$ cat src/hdl/strr_pkg.sv
// Shared types and constants for the shuffle table random range core.
package strr_pkg;

  localparam int unsigned RAW_W   = 15;
  localparam int unsigned BOUND_W = 31;
  localparam int unsigned PROD_W  = RAW_W + BOUND_W;
  localparam int unsigned CNT_W   = $clog2(PROD_W + 1);

  localparam int unsigned TABLE_DEPTH_DEF = 98;

  localparam logic [BOUND_W-1:0] SOURCE_MAX  = 31'd32767;
  localparam logic [BOUND_W-1:0] FULL_SCALE  = 31'h7FFF_FFFF;
  localparam logic [BOUND_W-1:0] SPLIT_LIMIT = FULL_SCALE / SOURCE_MAX;

  localparam logic OP_LOAD = 1'b0;
  localparam logic OP_DRAW = 1'b1;

  typedef enum logic {
    MD_MUL,
    MD_DIV
  } md_op_e;

  typedef struct packed {
    logic   start;
    md_op_e op;
  } md_req_t;

  typedef enum logic [1:0] {
    BR_MULDIV,
    BR_DIVMUL,
    BR_RECIP
  } sc_br_e;

  typedef enum logic [2:0] {
    S_IDLE,
    S_IDX_MUL,
    S_IDX_DIV,
    S_RD,
    S_RDW,
    S_SC1,
    S_SC2,
    S_FIN
  } state_e;

endpackage

$ cat src/hdl/shuffle_table_random_range_core.sv
// Top level: shuffle table after a 15-bit random source, with range scaling.
//
//  channel | direction | beat fields                           | handshake
//  --------+-----------+---------------------------------------+----------------------
//  in      | to core   | opcode, raw_value, upper_bound        | in_valid_i/in_ready_o
//  out     | from core | shuffled_value, scaled_value          | out_valid_o/out_ready_i
//
// Load beat: no result. Zero-bound draw: goes straight through S_FIN to the output register.
// Draw: 4 passes through the serial mul/div unit (index multiply and divide, then two
// scaling passes), with a table read between the index passes and the scaling passes.
// One beat in flight; the next beat is taken while a finished result waits.
// Reset clears control, last drawn value and load pointer; table holds garbage until loaded.
module shuffle_table_random_range_core #(
  parameter int unsigned TABLE_DEPTH = strr_pkg::TABLE_DEPTH_DEF
) (
  input  logic                         clk_i,
  input  logic                         rst_ni,
  input  logic                         in_valid_i,
  output logic                         in_ready_o,
  input  logic                         opcode_i,
  input  logic [strr_pkg::RAW_W-1:0]   raw_value_i,
  input  logic [strr_pkg::BOUND_W-1:0] upper_bound_i,
  output logic                         out_valid_o,
  input  logic                         out_ready_i,
  output logic [strr_pkg::RAW_W-1:0]   shuffled_value_o,
  output logic [strr_pkg::BOUND_W-1:0] scaled_value_o
);
  import strr_pkg::*;

  localparam int unsigned IDX_W = (TABLE_DEPTH > 1) ? $clog2(TABLE_DEPTH) : 1;
  localparam int unsigned PTR_W = $clog2(TABLE_DEPTH + 1);
  localparam logic [IDX_W-1:0]  LAST_IDX   = IDX_W'(TABLE_DEPTH - 1);
  localparam logic [PTR_W-1:0]  DEPTH_PTR  = PTR_W'(TABLE_DEPTH);
  localparam logic [PROD_W-1:0] LAST_IDX_W = PROD_W'(TABLE_DEPTH - 1);

  state_e             state_q, state_d;
  logic               issued_q, issued_d;
  logic [PTR_W-1:0]   ptr_q, ptr_d;
  logic [RAW_W-1:0]   last_q, last_d;
  logic               out_valid_q, out_valid_d;
  logic [RAW_W-1:0]   shuf_q, shuf_d;
  logic [BOUND_W-1:0] scaled_q, scaled_d;
  sc_br_e             br_q, br_d;
  logic [RAW_W-1:0]   raw_q, raw_d;
  logic [BOUND_W-1:0] bound_q, bound_d;
  logic [RAW_W-1:0]   v_q, v_d;
  logic [PROD_W-1:0]  tmp_q, tmp_d;

  logic [RAW_W-1:0]   table_mem [TABLE_DEPTH];
  logic [RAW_W-1:0]   rd_q;
  logic               mem_we, mem_re;
  logic [IDX_W-1:0]   mem_addr;
  logic [RAW_W-1:0]   mem_wdata;
  logic [IDX_W-1:0]   draw_idx;

  md_req_t            md_req;
  logic [BOUND_W-1:0] md_mcand;
  logic [RAW_W-1:0]   md_mplier;
  logic [PROD_W-1:0]  md_dividend;
  logic [BOUND_W-1:0] md_divisor;
  logic [PROD_W-1:0]  md_result;
  logic               md_done;
  logic               in_fire;

  strr_muldiv u_muldiv (
    .clk_i      (clk_i),
    .rst_ni     (rst_ni),
    .req_i      (md_req),
    .mcand_i    (md_mcand),
    .mplier_i   (md_mplier),
    .dividend_i (md_dividend),
    .divisor_i  (md_divisor),
    .result_o   (md_result),
    .done_o     (md_done)
  );

  assign in_ready_o = (state_q == S_IDLE);
  assign in_fire    = in_valid_i && in_ready_o;
  assign draw_idx   = (tmp_q > LAST_IDX_W) ? LAST_IDX : tmp_q[IDX_W-1:0];

  always_comb begin
    state_d     = state_q;
    issued_d    = issued_q;
    ptr_d       = ptr_q;
    last_d      = last_q;
    out_valid_d = out_valid_q && !out_ready_i;
    shuf_d      = shuf_q;
    scaled_d    = scaled_q;
    br_d        = br_q;
    raw_d       = raw_q;
    bound_d     = bound_q;
    v_d         = v_q;
    tmp_d       = tmp_q;

    mem_we    = 1'b0;
    mem_re    = 1'b0;
    mem_addr  = draw_idx;
    mem_wdata = raw_q;

    md_req.start = 1'b0;
    md_req.op    = MD_MUL;
    md_mcand     = '0;
    md_mplier    = '0;
    md_dividend  = '0;
    md_divisor   = SOURCE_MAX;

    case (state_q)
      S_IDLE: begin
        if (in_fire) begin
          if (opcode_i == OP_LOAD) begin
            if (ptr_q < DEPTH_PTR) begin
              mem_we    = 1'b1;
              mem_addr  = ptr_q[IDX_W-1:0];
              mem_wdata = raw_value_i;
              ptr_d     = ptr_q + 1'b1;
            end else begin
              last_d = raw_value_i;
              ptr_d  = '0;
            end
          end else if (upper_bound_i == '0) begin
            bound_d = '0;
            v_d     = '0;
            tmp_d   = '0;
            state_d = S_FIN;
          end else begin
            raw_d   = raw_value_i;
            bound_d = upper_bound_i;
            if (upper_bound_i < SOURCE_MAX) begin
              br_d = BR_RECIP;
            end else if (upper_bound_i < SPLIT_LIMIT) begin
              br_d = BR_MULDIV;
            end else begin
              br_d = BR_DIVMUL;
            end
            state_d = S_IDX_MUL;
          end
        end
      end
      S_IDX_MUL: begin
        md_req.op = MD_MUL;
        md_mcand  = BOUND_W'(TABLE_DEPTH - 1);
        md_mplier = last_q;
      end
      S_IDX_DIV: begin
        md_req.op   = MD_DIV;
        md_dividend = tmp_q;
        md_divisor  = SOURCE_MAX;
      end
      S_RD: begin
        mem_re  = 1'b1;
        mem_we  = 1'b1;
        state_d = S_RDW;
      end
      S_RDW: begin
        v_d     = rd_q;
        last_d  = rd_q;
        state_d = S_SC1;
      end
      S_SC1: begin
        case (br_q)
          BR_MULDIV: begin
            md_req.op = MD_MUL;
            md_mcand  = bound_q;
            md_mplier = v_q;
          end
          BR_DIVMUL: begin
            md_req.op   = MD_DIV;
            md_dividend = PROD_W'(bound_q);
            md_divisor  = SOURCE_MAX;
          end
          default: begin
            md_req.op   = MD_DIV;
            md_dividend = PROD_W'(SOURCE_MAX);
            md_divisor  = bound_q + 1'b1;
          end
        endcase
      end
      S_SC2: begin
        case (br_q)
          BR_MULDIV: begin
            md_req.op   = MD_DIV;
            md_dividend = tmp_q;
            md_divisor  = SOURCE_MAX;
          end
          BR_DIVMUL: begin
            md_req.op = MD_MUL;
            md_mcand  = tmp_q[BOUND_W-1:0];
            md_mplier = v_q;
          end
          default: begin
            md_req.op   = MD_DIV;
            md_dividend = PROD_W'(v_q);
            md_divisor  = tmp_q[BOUND_W-1:0];
          end
        endcase
      end
      S_FIN: begin
        if (!out_valid_q || out_ready_i) begin
          out_valid_d = 1'b1;
          shuf_d      = v_q;
          scaled_d    = (tmp_q > PROD_W'(bound_q)) ? bound_q : tmp_q[BOUND_W-1:0];
          state_d     = S_IDLE;
        end
      end
      default: begin
        state_d = S_IDLE;
      end
    endcase

    if (state_q == S_IDX_MUL || state_q == S_IDX_DIV ||
        state_q == S_SC1 || state_q == S_SC2) begin
      if (!issued_q) begin
        md_req.start = 1'b1;
        issued_d     = 1'b1;
      end else if (md_done) begin
        issued_d = 1'b0;
        tmp_d    = md_result;
        case (state_q)
          S_IDX_MUL: state_d = S_IDX_DIV;
          S_IDX_DIV: state_d = S_RD;
          S_SC1:     state_d = S_SC2;
          default:   state_d = S_FIN;
        endcase
      end
    end
  end

  always_ff @(posedge clk_i or negedge rst_ni) begin
    if (!rst_ni) begin
      state_q     <= S_IDLE;
      issued_q    <= 1'b0;
      ptr_q       <= '0;
      last_q      <= '0;
      out_valid_q <= 1'b0;
      br_q        <= BR_RECIP;
    end else begin
      state_q     <= state_d;
      issued_q    <= issued_d;
      ptr_q       <= ptr_d;
      last_q      <= last_d;
      out_valid_q <= out_valid_d;
      br_q        <= br_d;
    end
  end

  always_ff @(posedge clk_i) begin
    shuf_q   <= shuf_d;
    scaled_q <= scaled_d;
    raw_q    <= raw_d;
    bound_q  <= bound_d;
    v_q      <= v_d;
    tmp_q    <= tmp_d;
  end

  always_ff @(posedge clk_i) begin
    if (mem_re) begin
      rd_q <= table_mem[mem_addr];
    end
    if (mem_we) begin
      table_mem[mem_addr] <= mem_wdata;
    end
  end

  assign out_valid_o      = out_valid_q;
  assign shuffled_value_o = shuf_q;
  assign scaled_value_o   = scaled_q;

  a_ptr_range: assert property (@(posedge clk_i) disable iff (!rst_ni)
    ptr_q <= DEPTH_PTR)
    else $error("load pointer beyond table depth");

  a_done_in_compute: assert property (@(posedge clk_i) disable iff (!rst_ni)
    md_done |-> (state_q == S_IDX_MUL || state_q == S_IDX_DIV ||
                 state_q == S_SC1 || state_q == S_SC2))
    else $error("serial unit finished outside a compute state");

  a_load_stays_idle: assert property (@(posedge clk_i) disable iff (!rst_ni)
    (in_fire && opcode_i == OP_LOAD) |=> (state_q == S_IDLE && !$rose(out_valid_q)))
    else $error("load beat started work or produced a result");

  a_draw_result: assert property (@(posedge clk_i) disable iff (!rst_ni)
    (state_q == S_FIN && (!out_valid_q || out_ready_i)) |=> (out_valid_q && in_ready_o))
    else $error("finished draw not moved into output register");

endmodule

$ cat src/hdl/strr_muldiv.sv
// Bit-serial shift-add multiplier and restoring divider, one bit per cycle.
module strr_muldiv (
  input  logic                         clk_i,
  input  logic                         rst_ni,
  input  strr_pkg::md_req_t            req_i,
  input  logic [strr_pkg::BOUND_W-1:0] mcand_i,
  input  logic [strr_pkg::RAW_W-1:0]   mplier_i,
  input  logic [strr_pkg::PROD_W-1:0]  dividend_i,
  input  logic [strr_pkg::BOUND_W-1:0] divisor_i,
  output logic [strr_pkg::PROD_W-1:0]  result_o,
  output logic                         done_o
);
  import strr_pkg::*;

  logic               busy_q, busy_d;
  logic               done_q, done_d;
  md_op_e             op_q, op_d;
  logic [CNT_W-1:0]   cnt_q, cnt_d;
  logic [PROD_W-1:0]  acc_q, acc_d;
  logic [PROD_W-1:0]  mc_q, mc_d;
  logic [RAW_W-1:0]   mp_q, mp_d;
  logic [BOUND_W-1:0] rem_q, rem_d;
  logic [BOUND_W-1:0] dv_q, dv_d;
  logic [BOUND_W:0]   trial;
  logic [BOUND_W:0]   diff;
  logic               fits;

  always_comb begin
    trial = {rem_q, acc_q[PROD_W-1]};
    diff  = trial - {1'b0, dv_q};
    fits  = trial >= {1'b0, dv_q};

    busy_d = busy_q;
    done_d = 1'b0;
    op_d   = op_q;
    cnt_d  = cnt_q;
    acc_d  = acc_q;
    mc_d   = mc_q;
    mp_d   = mp_q;
    rem_d  = rem_q;
    dv_d   = dv_q;

    if (req_i.start) begin
      busy_d = 1'b1;
      op_d   = req_i.op;
      rem_d  = '0;
      dv_d   = divisor_i;
      mc_d   = PROD_W'(mcand_i);
      mp_d   = mplier_i;
      if (req_i.op == MD_MUL) begin
        acc_d = '0;
        cnt_d = CNT_W'(RAW_W);
      end else begin
        acc_d = dividend_i;
        cnt_d = CNT_W'(PROD_W);
      end
    end else if (busy_q) begin
      case (op_q)
        MD_MUL: begin
          if (mp_q[0]) begin
            acc_d = acc_q + mc_q;
          end
          mc_d = {mc_q[PROD_W-2:0], 1'b0};
          mp_d = {1'b0, mp_q[RAW_W-1:1]};
        end
        MD_DIV: begin
          rem_d = fits ? diff[BOUND_W-1:0] : trial[BOUND_W-1:0];
          acc_d = {acc_q[PROD_W-2:0], fits};
        end
        default: begin
          acc_d = acc_q;
        end
      endcase
      cnt_d = cnt_q - 1'b1;
      if (cnt_q == CNT_W'(1)) begin
        busy_d = 1'b0;
        done_d = 1'b1;
      end
    end
  end

  always_ff @(posedge clk_i or negedge rst_ni) begin
    if (!rst_ni) begin
      busy_q <= 1'b0;
      done_q <= 1'b0;
      cnt_q  <= '0;
      op_q   <= MD_MUL;
    end else begin
      busy_q <= busy_d;
      done_q <= done_d;
      cnt_q  <= cnt_d;
      op_q   <= op_d;
    end
  end

  always_ff @(posedge clk_i) begin
    acc_q <= acc_d;
    mc_q  <= mc_d;
    mp_q  <= mp_d;
    rem_q <= rem_d;
    dv_q  <= dv_d;
  end

  assign result_o = acc_q;
  assign done_o   = done_q;

endmodule
$ cat config.mk
export PLATFORM = sky130hd
export DESIGN_NAME = shuffle_table_random_range_core
export DESIGN_NICKNAME = d
export VERILOG_FILES = /design/src/hdl/strr_pkg.sv /design/src/hdl/shuffle_table_random_range_core.sv /design/src/hdl/strr_muldiv.sv
export SDC_FILE = /design/constraint.sdc
export NUM_CORES = 2
export LEC_CHECK = 0
export ABC_AREA = 1
export BUFFER_PORTS_ARGS = -buffer_cell sky130_fd_sc_hd__buf_2
export CAP_MARGIN = 20
export CORE_MARGIN = 10
export CORE_UTILIZATION = 40
export DETAILED_ROUTE_END_ITERATION = 7
export SLEW_MARGIN = 20
export SYNTH_ARGS = -nofsm -noshare
export SYNTH_HDL_FRONTEND = slang
export SYNTH_SLANG_ARGS = --single-unit
$ cat constraint.sdc
create_clock -name clk_i -period 6.7 [get_ports clk_i]
set_input_delay 0.335 -clock clk_i [delete_from_list [all_inputs] [get_ports clk_i]]
set_output_delay 0.335 -clock clk_i [all_outputs]
set_load 0.05 [all_outputs]
==> run_results.csv <==
group,metric,value,unit
floorplan,initial_core_util,40.31,%
yosys,syn-num-nets,9025,
setup_path,worstSetupPathType,"flip-flop to flip-flop",
yosys,yosys-top-cells-count,"nand2_1, edfxtp_1, nor2_1",
yosys,synth_mux_area_share,0.1861,%
floorplan,die_x,480.2,µm
place,dp_hpwl,174700,µm
clock_network,max-clock-path-buffers,3,
cells_and_area,syn_to_final_growth,12.73,%
timing,tns,0,ns
yosys,synth.most_common_cell,"nand2_1",
yosys,synthXorXnorAreaFrac,0.5168,%
setup_path,worst_ep_arrival_time,5.73,ns
floorplan,chipHeight,480.2,µm
pwr,p_total,35.10,mW
pwr,ir_worst_vdd,0.2987,mV
floorplan,io_pins,99,
yosys,synthAdderAreaFrac,1.745,%
setup_path,crit_path_max_fanout,115,
yosys,synth_compound_area_share,5.561,%
setup_path,r2r_slack,1.67,ns
clock_network,ctsResizeCount,0,
yosys,yosysTopAreaCell,"edfxtp_1",
global_route,grt_pass1_vias,60384,
min_path,hold_class,"primary input to flip-flop",
drt,drc,0,
floorplan,core,210200,µm²
place,gp_congestion,0.9622,
yosys,synth-simple-area-share,23.75,%
yosys,ys_ff_latch,1845,
yosys,synth_area_per_cell,9.566,µm²
drt,postRouteAntennaNets,0,
timing,final_hold_viol_count,0,
drt,vias,63500,
timing,fmax,199.0,MHz
clock_network,clock_latency,0.88,ns
timing,slew_headroom,19.51,%
yosys,yosys_warnings,0,
place,port-buffer-count,98,
global_route,grt_max_degree,171,
flow_run,cap_viol_max_count,0,
clock_network,cts.clk_slew.worst_paths,0.06,ns
timing,skew,0.08065,ns
cells_and_area,drive_above_1_share,7.282,%
cells_and_area,num-nets-final,9135,
yosys,synth_top_family_by_area,"simple AND/OR/NAND/NOR gates",
setup_path,required,7.41,ns
status,outcome,"finished, final reports clean",
global_route,overflow,0,
pwr,p_leak,38.72,nW
yosys,synth_cell_types,61,
clock_network,cts_htree_levels,4,
clock_network,cts_buffers,195,
drt,wl,274500,µm
global_route,grt_pass1_wl,402400,µm
drt,firstDrtPassIters,6,
global_route,grt_antenna_before_repair,6,
global_route,gr-usage-all-layers,22.98,%
yosys,synthFlopType,"edfxtp_1",
yosys,synth_top_area_share,60.78,%
yosys,synth_edf_count,1715,
yosys,ys_top_cells_by_area,"edfxtp_1, nand2_1, dfxtp_1",
clock_network,cts_num_sinks,1845,
timing,setup_viol,0,
drt,avgViaCountPerCell,5.315,
timing,timing.final.crit_share,75.01,%
yosys,ys_seq_area_share,64.08,%
drt,drt_iter0_markers,6570,
pwr,pwr_density_cell,367.5,nW/µm²
yosys,synth_area,84730,µm²
timing,fin_crit,5.026,ns
drt,wl_per_cell,22.97,µm
timing,worst_pin_slew,1.195,ns
clock_network,cts_root_buf,"clkbuf_16",
floorplan,rows,168,
clock_network,cts_tree,"built",
timing,maxSlewViolCount,0,
timing,rsz0062_at_grt,"no",
setup_path,start_kind,"flip-flop",
yosys,synthArstFlopShare,2.060,%
floorplan,die_area,230600,µm²
setup_path,worst_setup_path_end_kind,"flip-flop",
yosys,syn_inst,8857,
[placed cells by master, fill, tap and decap left out, types with 15 or more instances in the layout]
| master | netlist | layout |
|---|---|---|
| o221ai_1 | 23 | 23 |
| o22ai_1 | 33 | 33 |
| nand4_1 | 34 | 34 |
| clkbuf_16 | 0 | 197 |
| edfxtp_1 | 1715 | 1715 |
| inv_1 | 357 | 354 |
| o21ai_1 | 21 | 22 |
| nor2_1 | 449 | 442 |
| nand3_1 | 277 | 277 |
| a22oi_1 | 37 | 37 |
| buf_4 | 38 | 197 |
| clkbuf_1 | 168 | 46 |
| nor3_1 | 39 | 39 |
| o211ai_1 | 19 | 19 |
| dfrtp_1 | 37 | 37 |
| nand2_4 | 0 | 16 |
| o21bai_1 | 15 | 15 |
| a32oi_1 | 15 | 15 |
| nand2_1 | 4341 | 4323 |
| xnor2_1 | 15 | 15 |
| clkinv_2 | 0 | 31 |
| bufinv_16 | 0 | 16 |
| buf_2 | 211 | 98 |
| a21oi_1 | 241 | 241 |
| dlygate4sd3_1 | 0 | 48 |
| dfxtp_1 | 92 | 92 |
| xor2_1 | 35 | 35 |
| o21ai_0 | 341 | 339 |
| ha_1 | 115 | 115 |
| clkinv_1 | 6 | 47 |
| a31oi_1 | 25 | 25 |
[sequential cells by signal, indices dropped and copies added (netlist names), 2 cells and up, named ones only]
register	flops
br_q	2
rd_q	15
scaled_value_o	31
bound_q	31
u_muldiv.rem_q	31
v_q	15
state_q	2
u_muldiv.result_o	46
u_muldiv.dv_q	31
ptr_q	7
tmp_q	46
shuffled_value_o	15
u_muldiv.mc_q	46
raw_q	15
table_mem	1470
last_q	15
u_muldiv.mp_q	15
u_muldiv.cnt_q	6
[final cells by class]
cell class | count | area [µm²]
multi-input cells | 6196 | 27110
clock inverters | 112 | 1225
clock buffers | 250 | 5199
inverters | 372 | 1424
flip-flops and latches | 1845 | 54290
diodes | 11 | 27.53
well taps | 2805 | 3510
repair buffers | 357 | 2730
fillers | 19709 | 114700
[logic make-up after synthesis]
group	after synthesis
flops	1845
compound gates	826
buf+inv	816
fa+ha+maj	117
simple gates	5189
xor+xnor	50
mux	14
[routing by layer]
metal | wire [µm] | track usage [%] | vias up
li1 | - | - | 29663
met1 | 110400 | 29.45 | 30669
met2 | 128900 | 37.50 | 2623
met3 | 19790 | 3.721 | 545
met4 | 15350 | 12.00 | 0
met5 | 0 | 0 | -
[power by group]
| part | internal (mW) | switching [mW] | leakage, nW |
|---|---|---|---|
| combinational | 2.48 | 6.81 | 18.8 |
| clock | 6.14 | 4.70 | 3.10 |
| sequential | 14.2 | 0.795 | 16.8 |
| total | 22.8 | 12.3 | 38.7 |
[final timing paths]
path / startpoint / endpoint / cells past startpoint
setup reg to reg: flip-flop / rd_q[9] / 19
max in group asynchronous: rst_ni / u_muldiv.cnt_q[2] / 3
hold reg to reg: u_muldiv.rem_q[9] / u_muldiv.rem_q[9] / 2
min in group asynchronous: rst_ni / br_q[0] / 3
setup / recovery: flip-flop / rd_q[9] / 19
hold / removal: in_valid_i / ptr_q[0] / 4
[critical path, stage by stage, from the launching register on]
cell	delay, ns
dfrtp_1	0.45
inv_2	0.29
nand3_2	0.16
nor2_4	0.16
nand2_2	0.34
inv_4	0.34
nand2_4	0.35
nand2_8	0.29
buf_12	0.43
buf_12	0.49
nand2_1	0.11
nand2_1	0.09
nand2_1	0.06
nand2_1	0.10
nand2_1	0.06
nand2_1	0.24
nand2_1	0.14
nand2_1	0.08
o21ai_0	0.26
nand3_1	0.20
[through the flow]
| stage | hold WS, ns | worst slack (ns) | instance area [µm²] | util, % | std cells |
|---|---|---|---|---|---|
| finish | 0.08982 | 1.674 | 95520 | 45.44 | 11948 |
| global route | 0.1034 | 1.431 | 95490 | 45.43 | 11938 |
| CTS | 0.03808 | 1.782 | 95490 | 45.43 | 11937 |
| detailed placement | 0.4583 | 1.795 | 88590 | 42.14 | 11527 |
| global placement | 0.4541 | 1.850 | 88590 | 42.14 | 11527 |
| floorplan | 0.03941 | 3.402 | 84730 | - | 8857 |
[repair_timing]
| item | CTS | global route |
|---|---|---|
| hold endpoints to repair | 102 | 0 |
| hold buffers | 48 | 0 |
| setup endpoints to repair | 0 | 0 |
| setup buffers | 0 | 0 |
No activity file was read; power rests on OpenSTA's default activity.
